`config.mk`:
```
export PLATFORM = sky130hd
export DESIGN_NAME = uniform_3x3_window_detector_unit
export DESIGN_NICKNAME = d
export VERILOG_FILES = /design/src/rtl/uw3d_pkg.sv /design/src/rtl/uw3d_window.sv /design/src/rtl/uniform_3x3_window_detector_unit.sv
export SDC_FILE = /design/constraint.sdc
export NUM_CORES = 2
export LEC_CHECK = 0
export BUFFER_PORTS_ARGS = -buffer_cell sky130_fd_sc_hd__buf_2
export CAP_MARGIN = 10
export CORE_MARGIN = 3
export CORE_UTILIZATION = 42
export DETAILED_ROUTE_END_ITERATION = 10
export HOLD_SLACK_MARGIN = 0.15
export PLACE_DENSITY = 0.7
export SLEW_MARGIN = 25
export SYNTH_ARGS = -nofsm -noshare
export SYNTH_HDL_FRONTEND = slang
export SYNTH_SLANG_ARGS = --single-unit
```
`constraint.sdc`:
```
create_clock -name clock -period 3.8 [get_ports clock]
set_input_delay 0.38 -clock clock [delete_from_list [all_inputs] [get_ports clock]]
set_output_delay 0.38 -clock clock [all_outputs]
set_load 0.03 [all_outputs]
```
`src/rtl/uw3d_pkg.sv`:
```
package uw3d_pkg;

   // Field widths
   localparam int SYMBOL_W     = 8;
   localparam int ROW_LENGTH_W = 7;
   localparam int ROW_W        = 16;
   localparam int COL_OUT_W    = 6;
   localparam int COUNT_W      = 16;

   // Stream packing
   localparam int REQ_TDATA_W = 8;
   localparam int REQ_TUSER_W = 1;
   localparam int RSP_TDATA_W = 40;
   localparam int RSP_PAD_W   = RSP_TDATA_W - (ROW_W + COL_OUT_W + COUNT_W);

   // Geometry
   localparam int DEF_MAX_ROW_LENGTH = 64;
   localparam int RESET_ROW_LENGTH   = 64;
   localparam int MIN_ROW_LENGTH     = 3;
   localparam int WIN_DIM            = 3;
   // first row / column index at which a full window exists
   localparam int MIN_TEST_INDEX     = 2;

   localparam logic [ROW_W-1:0]   ROW_MAX   = '1;
   localparam logic [COUNT_W-1:0] COUNT_MAX = '1;

   typedef logic [SYMBOL_W-1:0] symbol_type;

endpackage

```
`src/rtl/uw3d_window.sv`:
```
module uw3d_window (
   input  logic                 clock,
   input  logic                 reset,
   input  logic                 shift_en,
   input  uw3d_pkg::symbol_type up2,
   input  uw3d_pkg::symbol_type up1,
   input  uw3d_pkg::symbol_type sym,
   output logic                 uniform
);
   import uw3d_pkg::*;

   // [row][col]; row 0 oldest, col 2 newest
   symbol_type win_ff [WIN_DIM][WIN_DIM];
   symbol_type win_in [WIN_DIM][WIN_DIM];

   always_comb begin
      for (int r = 0; r < WIN_DIM; r++) begin
         for (int c = 0; c < WIN_DIM - 1; c++) begin
            win_in[r][c] = win_ff[r][c+1];
         end
      end
      win_in[0][WIN_DIM-1] = up2;
      win_in[1][WIN_DIM-1] = up1;
      win_in[2][WIN_DIM-1] = sym;
   end

   // test is made on the window after this shift
   always_comb begin
      uniform = 1'b1;
      for (int r = 0; r < WIN_DIM; r++) begin
         for (int c = 0; c < WIN_DIM; c++) begin
            if (win_in[r][c] != win_in[0][0]) begin
               uniform = 1'b0;
            end
         end
      end
   end

   always_ff @(posedge clock) begin
      if (reset) begin
         for (int r = 0; r < WIN_DIM; r++) begin
            for (int c = 0; c < WIN_DIM; c++) begin
               win_ff[r][c] <= '0;
            end
         end
      end else if (shift_en) begin
         win_ff <= win_in;
      end
   end

endmodule

```
`src/rtl/uniform_3x3_window_detector_unit.sv`:
```
// Uniform 3x3 window detector. Symbols enter in raster order, one byte per
// req transaction (tdata = symbol, tuser[0] = grid start), in rows of the
// length written on the csr port (clamped to 3..MAX_ROW_LENGTH; write it only
// while the block is idle). Two line buffers, packed side by side in one
// single-port-read memory of MAX_ROW_LENGTH 16-bit entries, supply the two
// symbols above the current one; a 3x3 register window is shifted with each
// symbol. Whenever the window ending at a symbol (row >= 2, column >= 2) holds
// nine equal symbols, one rsp transaction carries the 1-based centre row,
// centre column and the running match count of the grid; row and count
// saturate at 65535. Throughput is one transaction per clock cycle while
// rsp_tready is high; a result held on rsp stalls stage 1, so req_tready drops
// after at most one more req transaction. A hit passes two register stages:
// the registered memory read alongside the stage-1 registers, then the output
// register, which drives rsp_tvalid and rsp_tdata.
// A write-to-read bypass covers a read that meets the line-buffer
// update of the preceding symbol. Buffer entries never written read as
// unknown; with a constant row length those reads never reach a result. No
// clearing pass is needed after reset.
module uniform_3x3_window_detector_unit #(
   parameter int MAX_ROW_LENGTH = uw3d_pkg::DEF_MAX_ROW_LENGTH
) (
   input  logic                                 clock,
   input  logic                                 reset,
   // configuration: row_length
   input  logic                                 csr_write_enable,
   input  logic [uw3d_pkg::ROW_LENGTH_W-1:0]    csr_write_data,
   // input stream
   input  logic                                 req_tvalid,
   output logic                                 req_tready,
   input  logic [uw3d_pkg::REQ_TDATA_W-1:0]     req_tdata,  // [7:0] symbol
   input  logic [uw3d_pkg::REQ_TUSER_W-1:0]     req_tuser,  // [0] grid_start
   // result stream
   output logic                                 rsp_tvalid,
   input  logic                                 rsp_tready,
   // [15:0] centre_row, [21:16] centre_column, [37:22] match_count, [39:38] 0
   output logic [uw3d_pkg::RSP_TDATA_W-1:0]     rsp_tdata
);
   import uw3d_pkg::*;

   localparam int COL_W   = $clog2(MAX_ROW_LENGTH);
   // wide enough for row_length, MAX_ROW_LENGTH and column + 1
   localparam int LEN_W   = (COL_W + 1 > ROW_LENGTH_W) ? COL_W + 1 : ROW_LENGTH_W;
   localparam int ENTRY_W = 2 * SYMBOL_W;
   localparam int RST_LEN = (RESET_ROW_LENGTH > MAX_ROW_LENGTH) ? MAX_ROW_LENGTH
                                                                : RESET_ROW_LENGTH;
   localparam logic [LEN_W-1:0] LEN_MAX = LEN_W'(MAX_ROW_LENGTH);
   localparam logic [LEN_W-1:0] LEN_MIN = LEN_W'(MIN_ROW_LENGTH);
   localparam logic [LEN_W-1:0] LEN_RST = LEN_W'(RST_LEN);

   // ---------------- configuration ----------------
   logic [LEN_W-1:0] len_ff, len_in, csr_ext;

   always_comb begin
      csr_ext = LEN_W'(csr_write_data);
      if (csr_ext < LEN_MIN) begin
         len_in = LEN_MIN;
      end else if (csr_ext > LEN_MAX) begin
         len_in = LEN_MAX;
      end else begin
         len_in = csr_ext;
      end
   end

   always_ff @(posedge clock) begin
      if (reset) begin
         len_ff <= LEN_RST;
      end else if (csr_write_enable) begin
         len_ff <= len_in;
      end
   end

   // ---------------- stage 0: position counters, memory read ----------------
   logic             req_accept;
   logic             grid_start;
   symbol_type       req_symbol;
   logic [COL_W-1:0] col_ff, col_in, cur_col;
   logic [ROW_W-1:0] row_ff, row_in, cur_row;
   logic [LEN_W-1:0] col_inc;
   logic             row_wrap;

   assign req_symbol = req_tdata[SYMBOL_W-1:0];
   assign grid_start = req_tuser[0];
   assign req_accept = req_tvalid && req_tready;

   always_comb begin
      cur_col  = grid_start ? '0 : col_ff;
      cur_row  = grid_start ? '0 : row_ff;
      col_inc  = LEN_W'(cur_col) + LEN_W'(1);
      row_wrap = (col_inc >= len_ff);
      col_in   = row_wrap ? '0 : COL_W'(col_inc);
      row_in   = (row_wrap && (cur_row != ROW_MAX)) ? cur_row + ROW_W'(1) : cur_row;
   end

   always_ff @(posedge clock) begin
      if (reset) begin
         col_ff <= '0;
         row_ff <= '0;
      end else if (req_accept) begin
         col_ff <= col_in;
         row_ff <= row_in;
      end
   end

   // line buffers: entry = {previous row symbol, older row symbol}
   logic [ENTRY_W-1:0] line_mem [MAX_ROW_LENGTH];
   logic [ENTRY_W-1:0] rd_data_ff;

   always_ff @(posedge clock) begin
      if (req_accept) begin
         rd_data_ff <= line_mem[cur_col];
      end
   end

   // ---------------- stage 1: window update and test ----------------
   logic             s1_valid_ff;
   logic [COL_W-1:0] s1_col_ff;
   logic [ROW_W-1:0] s1_row_ff;
   symbol_type       s1_sym_ff;
   logic             s1_start_ff;
   logic             s1_test_ff;
   logic             s1_adv;
   logic             rsp_valid_ff;

   assign s1_adv     = s1_valid_ff && (!rsp_valid_ff || rsp_tready);
   assign req_tready = !s1_valid_ff || s1_adv;

   always_ff @(posedge clock) begin
      if (reset) begin
         s1_valid_ff <= 1'b0;
      end else if (req_tready) begin
         s1_valid_ff <= req_tvalid;
      end
   end

   always_ff @(posedge clock) begin
      if (req_accept) begin
         s1_col_ff   <= cur_col;
         s1_row_ff   <= cur_row;
         s1_sym_ff   <= req_symbol;
         s1_start_ff <= grid_start;
         s1_test_ff  <= (cur_row >= ROW_W'(MIN_TEST_INDEX)) &&
                        (cur_col >= COL_W'(MIN_TEST_INDEX));
      end
   end

   // bypass: the write of the preceding symbol lands on the edge of this read
   logic               fwd_valid_ff;
   logic [COL_W-1:0]   fwd_col_ff;
   logic [ENTRY_W-1:0] fwd_data_ff;
   logic               fwd_sel;
   logic [ENTRY_W-1:0] entry;
   logic [ENTRY_W-1:0] wr_entry;
   symbol_type         up2, up1;

   assign fwd_sel  = fwd_valid_ff && (fwd_col_ff == s1_col_ff);
   assign entry    = fwd_sel ? fwd_data_ff : rd_data_ff;
   assign up2      = entry[SYMBOL_W-1:0];
   assign up1      = entry[ENTRY_W-1:SYMBOL_W];
   assign wr_entry = {s1_sym_ff, up1};

   always_ff @(posedge clock) begin
      if (s1_adv) begin
         line_mem[s1_col_ff] <= wr_entry;
      end
   end

   always_ff @(posedge clock) begin
      if (reset) begin
         fwd_valid_ff <= 1'b0;
      end else if (s1_adv) begin
         fwd_valid_ff <= 1'b1;
      end
   end

   always_ff @(posedge clock) begin
      if (s1_adv) begin
         fwd_col_ff  <= s1_col_ff;
         fwd_data_ff <= wr_entry;
      end
   end

   logic uniform;
   logic hit;

   uw3d_window u_window (
      .clock    (clock),
      .reset    (reset),
      .shift_en (s1_adv),
      .up2      (up2),
      .up1      (up1),
      .sym      (s1_sym_ff),
      .uniform  (uniform)
   );

   assign hit = s1_test_ff && uniform;

   // match counter lives with the test result
   logic [COUNT_W-1:0] match_ff, match_in, match_base;

   always_comb begin
      match_base = s1_start_ff ? '0 : match_ff;
      match_in   = (hit && (match_base != COUNT_MAX)) ? match_base + COUNT_W'(1)
                                                      : match_base;
   end

   always_ff @(posedge clock) begin
      if (reset) begin
         match_ff <= '0;
      end else if (s1_adv) begin
         match_ff <= match_in;
      end
   end

   // ---------------- output register ----------------
   logic [ROW_W-1:0]     rsp_row_ff;
   logic [COL_OUT_W-1:0] rsp_col_ff;
   logic [COUNT_W-1:0]   rsp_count_ff;

   always_ff @(posedge clock) begin
      if (reset) begin
         rsp_valid_ff <= 1'b0;
      end else if (s1_adv) begin
         rsp_valid_ff <= hit;
      end else if (rsp_tready) begin
         rsp_valid_ff <= 1'b0;
      end
   end

   always_ff @(posedge clock) begin
      if (s1_adv && hit) begin
         rsp_row_ff   <= s1_row_ff;
         rsp_col_ff   <= COL_OUT_W'(s1_col_ff);
         rsp_count_ff <= match_in;
      end
   end

   assign rsp_tvalid = rsp_valid_ff;
   assign rsp_tdata  = {RSP_PAD_W'(0), rsp_count_ff, rsp_col_ff, rsp_row_ff};

   // ---------------- assertions ----------------
   a_hit_to_rsp : assert property (@(posedge clock) disable iff (reset)
      (s1_adv && hit) |=> rsp_valid_ff)
      else $error("detected window did not reach the output register");

   a_bypass : assert property (@(posedge clock) disable iff (reset)
      (req_accept && s1_adv && (cur_col == s1_col_ff)) |=> fwd_sel)
      else $error("line buffer bypass missed a colliding read");

   a_rsp_sane : assert property (@(posedge clock) disable iff (reset)
      rsp_valid_ff |-> ((rsp_count_ff != '0) &&
                        (rsp_row_ff >= ROW_W'(MIN_TEST_INDEX))))
      else $error("result with zero count or row above the first full window");

endmodule
```
# Yosys cells after proc, flatten, opt, wreduce, memory -nomap -nowiden
# Memories as Yosys holds them, arrays and structs flattened. A register that Yosys moved wholly into a read port is not among the register bits.
# Index checks and enable logic that the tools add are counted.
dict set report totals {
  register_bits 188
  ram_bits 1024
  in_bits 21
  output_inout_bits 42
  elab_cells 77
  memories 1
}
# name words word_bits read_ports rd_clocked_by_memory_dff wr line
set mem_list {}
lappend mem_list {line_mem 64 16 1 1 1 uniform_3x3_window_detector_unit.sv:105} ;# logic [ENTRY_W-1:0] line_mem [MAX_ROW_LENGTH];
dict set report classes {
  addsub 3
  magnitude_cmp 5
  n_eq_ne 11
  n_mux 21
  reduce_logical 13
}
# op n
set op_table {}
lappend op_table {{$mux 16} 5}
lappend op_table {{$ne 8x8->1} 8}
lappend op_table {{$add 16x1->16 const B} 2}
lappend op_table {{$ne 16x16->1 const B} 2}
lappend op_table {{$ge 16x2->1 const B} 1}
lappend op_table {{$mux 7} 2}
lappend op_table {{$mux 1} 12}
lappend op_table {{$mux 6} 2}
lappend op_table {{$logic_and 1x1->1} 8}
lappend op_table {{$add 6x1->7 const B} 1}
lappend op_table {{$ge 7x7->1} 1}
lappend op_table {{$gt 7x7->1 const B} 1}
lappend op_table {{$lt 7x2->1 const B} 1}
lappend op_table {{$eq 6x6->1} 1}
lappend op_table {{$ge 6x2->1 const B} 1}
lappend op_table {{$logic_not 1->1} 2}
lappend op_table {{$logic_or 1x1->1} 2}
lappend op_table {{$reduce_bool 2->1} 1}

# Depth between registers and ports, before layout
dict set report depth {
  ltp_word 14
  mapped_depth 15
  ltp_nobuf 11
}

# Hierarchy
# From an unflattened synthesis, not the netlist that was laid out.
dict set report hier_totals {
  hier_cells 3140
  area_unflattened_um2 49055.8
}
# module n_inst cells_each area_each_um2 seq_area_each_um2
set by_module_without_submodules {}
lappend by_module_without_submodules {uniform_3x3_window_detector_unit 1 2912 46926.3 34953.5}
lappend by_module_without_submodules {uw3d_window 1 228 2129.5 960.9}

# Worst setup path after synthesis
# No wires, ideal clock.
dict set report synth_path {
  path_kind {register to register}
  start {register s1_col_ff[2]}
  end {register rsp_col_ff[0], enable pin}
  setup_ns 0.400
  arrival_time_ns 3.566
  required_time_ns 3.400
  setup_slack_ns -0.165
  path_stages_with_launch 10
  path_buffers 2
  path_cell_list {edfxtp_1 > buf_2 > xor2_1 > nand4bb_1 > clkbuf_1 > nor2_2 > mux2_2 > o21ai_0 > nor4_1 > and2_1}
}
# item line
set synth_rtl {}
lappend synth_rtl {{from (decl)} uniform_3x3_window_detector_unit.sv:116} ;# logic [COL_W-1:0] s1_col_ff;
lappend synth_rtl {{from (signal assigned)} uniform_3x3_window_detector_unit.sv:137} ;# s1_col_ff <= cur_col;
lappend synth_rtl {{$eq 6x6->1} uniform_3x3_window_detector_unit.sv:155} ;# assign fwd_sel = fwd_valid_ff && (fwd_col_ff == s1_col_ff);
lappend synth_rtl {{$logic_and 1x1->1} uniform_3x3_window_detector_unit.sv:155}
lappend synth_rtl {{$mux 16} uniform_3x3_window_detector_unit.sv:156} ;# assign entry = fwd_sel ? fwd_data_ff : rd_data_ff;
lappend synth_rtl {{net entry[9]} uniform_3x3_window_detector_unit.sv:151} ;# logic [ENTRY_W-1:0] entry;
lappend synth_rtl {{$ne 8x8->1} uw3d_window.sv:32} ;# if (win_in[r][c] != win_in[0][0]) begin
lappend synth_rtl {{$mux 1 (4 in a row)} uw3d_window.sv:32}
lappend synth_rtl {{$logic_and 1x1->1} uniform_3x3_window_detector_unit.sv:195} ;# assign hit = s1_test_ff && uniform;
lappend synth_rtl {{$logic_and 1x1->1} uniform_3x3_window_detector_unit.sv:230} ;# if (s1_adv && hit) begin
lappend synth_rtl {{to (signal assigned)} uniform_3x3_window_detector_unit.sv:232} ;# rsp_col_ff <= COL_OUT_W'(s1_col_ff);
lappend synth_rtl {{to (decl)} uniform_3x3_window_detector_unit.sv:216} ;# logic [COL_OUT_W-1:0] rsp_col_ff;
# The timed path passes the listed nets, and every way through them passes these cells.
# A chain may end at the register's enable or synchronous reset.

# Worst setup path after layout
dict set report layout_path {
  start {register u_window.win_ff[62] (netlist bit)}
  end {register match_ff[1]}
}
dict set report layout_between {
  elab_chain_cells 12
}
# item line
set layout_rtl {}
lappend layout_rtl {{from (decl)} uw3d_window.sv:13} ;# symbol_type win_ff [WIN_DIM][WIN_DIM];
lappend layout_rtl {{from (signal assigned)} uw3d_window.sv:47} ;# win_ff <= win_in;
lappend layout_rtl {{$ne 8x8->1} uw3d_window.sv:32}
lappend layout_rtl {{$mux 1 (7 in a row)} uw3d_window.sv:32}
lappend layout_rtl {{$mux 1 (*)} uw3d_window.sv:32}
lappend layout_rtl {{$logic_and 1x1->1 (*)} uniform_3x3_window_detector_unit.sv:195}
lappend layout_rtl {{$logic_and 1x1->1 (*)} uniform_3x3_window_detector_unit.sv:202} ;# match_in = (hit && (match_base != COUNT_MAX)) ? match_base + COUNT_W'(1)
lappend layout_rtl {{$mux 16 (*)} uniform_3x3_window_detector_unit.sv:202}
lappend layout_rtl {{net match_in[1]} uniform_3x3_window_detector_unit.sv:198} ;# logic [COUNT_W-1:0] match_ff, match_in, match_base;
lappend layout_rtl {{to (signal assigned)} uniform_3x3_window_detector_unit.sv:210} ;# match_ff <= match_in;
lappend layout_rtl {{to (decl)} uniform_3x3_window_detector_unit.sv:198}
# Mark *: on every way through the listed nets, which the timed path passes. The rest lies on a longest branch.

==> metrics.json <==
{
  "dr.pass1.iters": 7,
  "synth_enable_flop_cells": 1132,
  "cts_inserted_buffers": 115,
  "postSynth.topFlopCell": "edfxtp_1",
  "layout.filler_cells": 9669,
  "drv.max_cap_violation_count": 0,
  "ctsHtreeMaxLevel": 3,
  "timing.rr.end": "match_ff[1]",
  "final-max-slew-violation-count": 0,
  "post-dp-hpwl_mm": 68.6,
  "drive_gt1_share_pct": 15.3,
  "post_layout_power_mw": 27.5,
  "path_buf_inv": 1,
  "synth_seq_area_share_pct": 72.8,
  "finalSetupTns_ns": 0,
  "gp_congestion": 0.830,
  "drt-wirelength-per-cell_um": 24.1,
  "hold_bufs_at_cts": 22,
  "post_cts_buffers": 0,
  "holdCritStartpoint": "reset",
  "hold_path_end": "len_ff[0]",
  "detail-route-antenna-nets": 0,
  "synth_top_area_share_pct": 68.9,
  "hold_depth": 2,
  "synthesis.area_mm2": 0.0493,
  "io_buffer_count": 60,
  "period_utilisation_layout_pct": 86.4,
  "detailedPlace.worstSlack_ns": 0.261,
  "area_growth_pct": 13.6,
  "reg2reg_slack_ns": 0.51,
  "syn_area_per_cell_um2": 15.8,
  "initial_antenna_violation_count": 3,
  "core_area_mm2": 0.116,
  "dieArea_mm2": 0.122,
  "period_minus_slack_ns": 3.29,
  "p_leak_nw": 17.6,
  "synthDominantAreaCellType": "edfxtp_1",
  "worst_path_dominant_cell_family": "simple AND/OR/NAND/NOR gates",
  "synth_cell_type_count": 73,
  "final_hold_violating_endpoints": 0,
  "final-instance-count-excl-fill": 4893,
  "timing_worst_slew_pin_value_ns": 1.01,
  "dp_cells": 4654,
  "crit_required_ns": 4.38,
  "yosys_warnings": 0,
  "hold_class": "primary input to flip-flop",
  "detailedRoute.firstIterationViolations": 2947,
  "via_count_of_the_first_global_routing_pass": 27200,
  "layout.cells.most_common": "edfxtp_1",
  "fmax_mhz": 304,
  "worst_slew_margin_rel_pct": 32.7,
  "worstSetupPathType": "flip-flop to flip-flop",
  "longest_individual_stage_delay_on_the_worst_path_ns": 0.55,
  "finalHoldWorstSlack_ns": 0.200,
  "timing.reg2reg.worst_path_depth": 9,
  "power.density_cell_area_mw_per_mm2": 490,
  "ys_seq_elements": 1228,
  "run_status": "finished, final reports clean",
  "num_rows": 125,
  "finalSetupViolCount": 0,
  "setup_repair_after_global_routing_missed_its_margin": "false",
  "timing.rr.start": "u_window.win_ff[62]",
  "synthArstFlopShare_pct": 0,
  "clk_path_buf_depth": 3,
  "routed-via-count": 28500,
  "drc": 0,
  "io-pin-count": 63,
  "route.detailed.vias_per_inst": 5.83,
  "timing.critical_path.to_type": "flip-flop",
  "startpoint_type_of_the_worst_setup_path": "flip-flop",
  "floorplan.initialDensity_pct": 42.4,
  "fin_ws_ns": 0.515,
  "chipHeight_um": 349,
  "postSynthCellCount": 3119,
  "clk_pin_slew_ns": 0.06,
  "worst_ir_drop_vdd_mv": 0.389,
  "synth.area.top_cells": "edfxtp_1 (69%), mux2i_1 (6.7%), dfxtp_1 (3.9%), mux4_2 (3.7%), a21oi_1 (2.6%)",
  "finalClockSkew_ns": 0.0276,
  "critPathMaxFanout": 29,
  "grt_util_all_layers_pct": 19.1,
  "cts_tree": "done",
  "gr-total-overflow": 0,
  "most-common-layout-cells": "edfxtp_1 (1132), mux2i_1 (328), a21oi_1 (257)",
  "worstSkewPairLatency_ns": 0.70,
  "drt-total-wl_mm": 118,
  "sequential_cell_area_mm2": 0.0359,
  "number_of_cells_upsized_or_downsized_after_cts": 0,
  "global_route_wire_length_before_repair_mm": 176,
  "chipWidth_um": 349,
  "multi_input_area_mm2": 0.0125,
  "final_net_count": 3302,
  "crit_chain": "and3_1 > o22ai_1 > or4_4 > a2111oi_4 > o2111ai_4 > nor4b_4 > buf_12 > mux2_2 > o21ba_2",
  "cts.root.buffer_cell": "clkbuf_16",
  "largest_net_degree_at_the_start_of_global_routing": 130,
  "worstPathArrival_ns": 3.86,
  "crit_path_top_delay_cell": "or4_4",
  "numClockSinks": 1228
}
==> routing by layer <==
layer / track usage, % / share of wire (%) / up-vias / routed length (µm)
met5: 0 / 0.010 / - / 12
met4: 5.59 / 2.8 / 2 / 3270
met3: 3.26 / 8.2 / 202 / 9690
met2: 30.5 / 47 / 1220 / 55800
met1: 27.0 / 42 / 14500 / 49200
li1: - / - / 12600 / -
==> flip-flops by register name, summed over array words and instances, names as in the netlist, 6 cells and up <==
register	count
line_mem	1024
u_window.win_ff	48
fwd_data_ff	16
match_ff	16
rd_data_ff	16
row_ff	16
rsp_count_ff	16
rsp_row_ff	16
s1_row_ff	16
s1_sym_ff	8
len_ff	7
col_ff	6
fwd_col_ff	6
rsp_col_ff	6
s1_col_ff	6
==> cell families (layout without fill, tap and decap cells) <==
group | after synthesis | in the layout | share of synthesized area (%)
compound gates | 615 | 615 | 7.79
other cells | 1 | 4 | 0.00760
buf+inv | 231 | 478 | 1.86
xor+xnor | 29 | 29 | 0.530
mux | 424 | 424 | 10.7
fa+ha+maj | 12 | 12 | 0.304
simple gates | 579 | 579 | 6.00
flops | 1228 | 1228 | 72.8
==> cell usage after synthesis, types with 9 or more instances <==
cell type  instances
a211oi_1         135
a21oi_1          257
a31oi_1           14
and2_1            11
and3_1            23
buf_1             36
buf_2              9
clkbuf_1         155
dfxtp_1           96
edfxtp_1        1132
ha_1              12
inv_1             24
mux2_2            15
mux2i_1          328
mux4_2            81
nand2_1          153
nand2b_1          20
nand3_1           47
nand4_1           30
nor2_1           116
nor2b_1           90
nor3_1            25
nor4_1            19
o21ai_0           12
o22ai_1          140
xnor2_1           16
xor2_1            12
==> area by class of cell <==
cell class | count | share of cell area (%)
clock inverter | 67 | 1.08
multi-input combinational | 1661 | 22.4
tap | 1524 | 3.40
inverter | 25 | 0.181
sequential | 1228 | 64.1
timing repair buffer | 238 | 3.36
antenna | 2 | 0.00893
clock buffer | 148 | 5.47
==> report_power, final <==
part	leakage (nW)	total [mW]	internal (mW)	switching [mW]
registers	11.0	15.0	14.9	0.0744
logic	4.77	1.32	0.427	0.890
clock network	1.78	11.2	6.30	4.89
==> through the flow <==
| step | utilization, % | cell area [µm²] |
|---|---|---|
| finish | 48.1 | 56000 |
| CTS | 48.1 | 56000 |
| detailed placement | 44.8 | 52100 |
| global placement | 44.8 | 52100 |
| global route | 48.1 | 56000 |
| floorplan | - | 49300 |
==> how the worst max path moves through the flow <==
stage,start,cells past startpoint,endpoint
global placement,req_tuser,12,row_ff[10]
global route,col_ff[0],11,row_ff[0]
finish,u_window.win_ff[62],9,match_ff[1]
floorplan,col_ff[0],15,row_ff[6]
CTS,col_ff[0],11,row_ff[10]
detailed placement,req_tuser,12,row_ff[10]
==> worst reg2reg max path: stages (launching register included) <==
cell and delay [ns]:
dfxtp_1 0.49, and3_1 0.23, o22ai_1 0.10, or4_4 0.55, a2111oi_4 0.44, o2111ai_4 0.26, nor4b_4 0.31, buf_12 0.22
mux2_2 0.37, o21ba_2 0.19
Note: power is estimated with default switching activity, not from simulation.
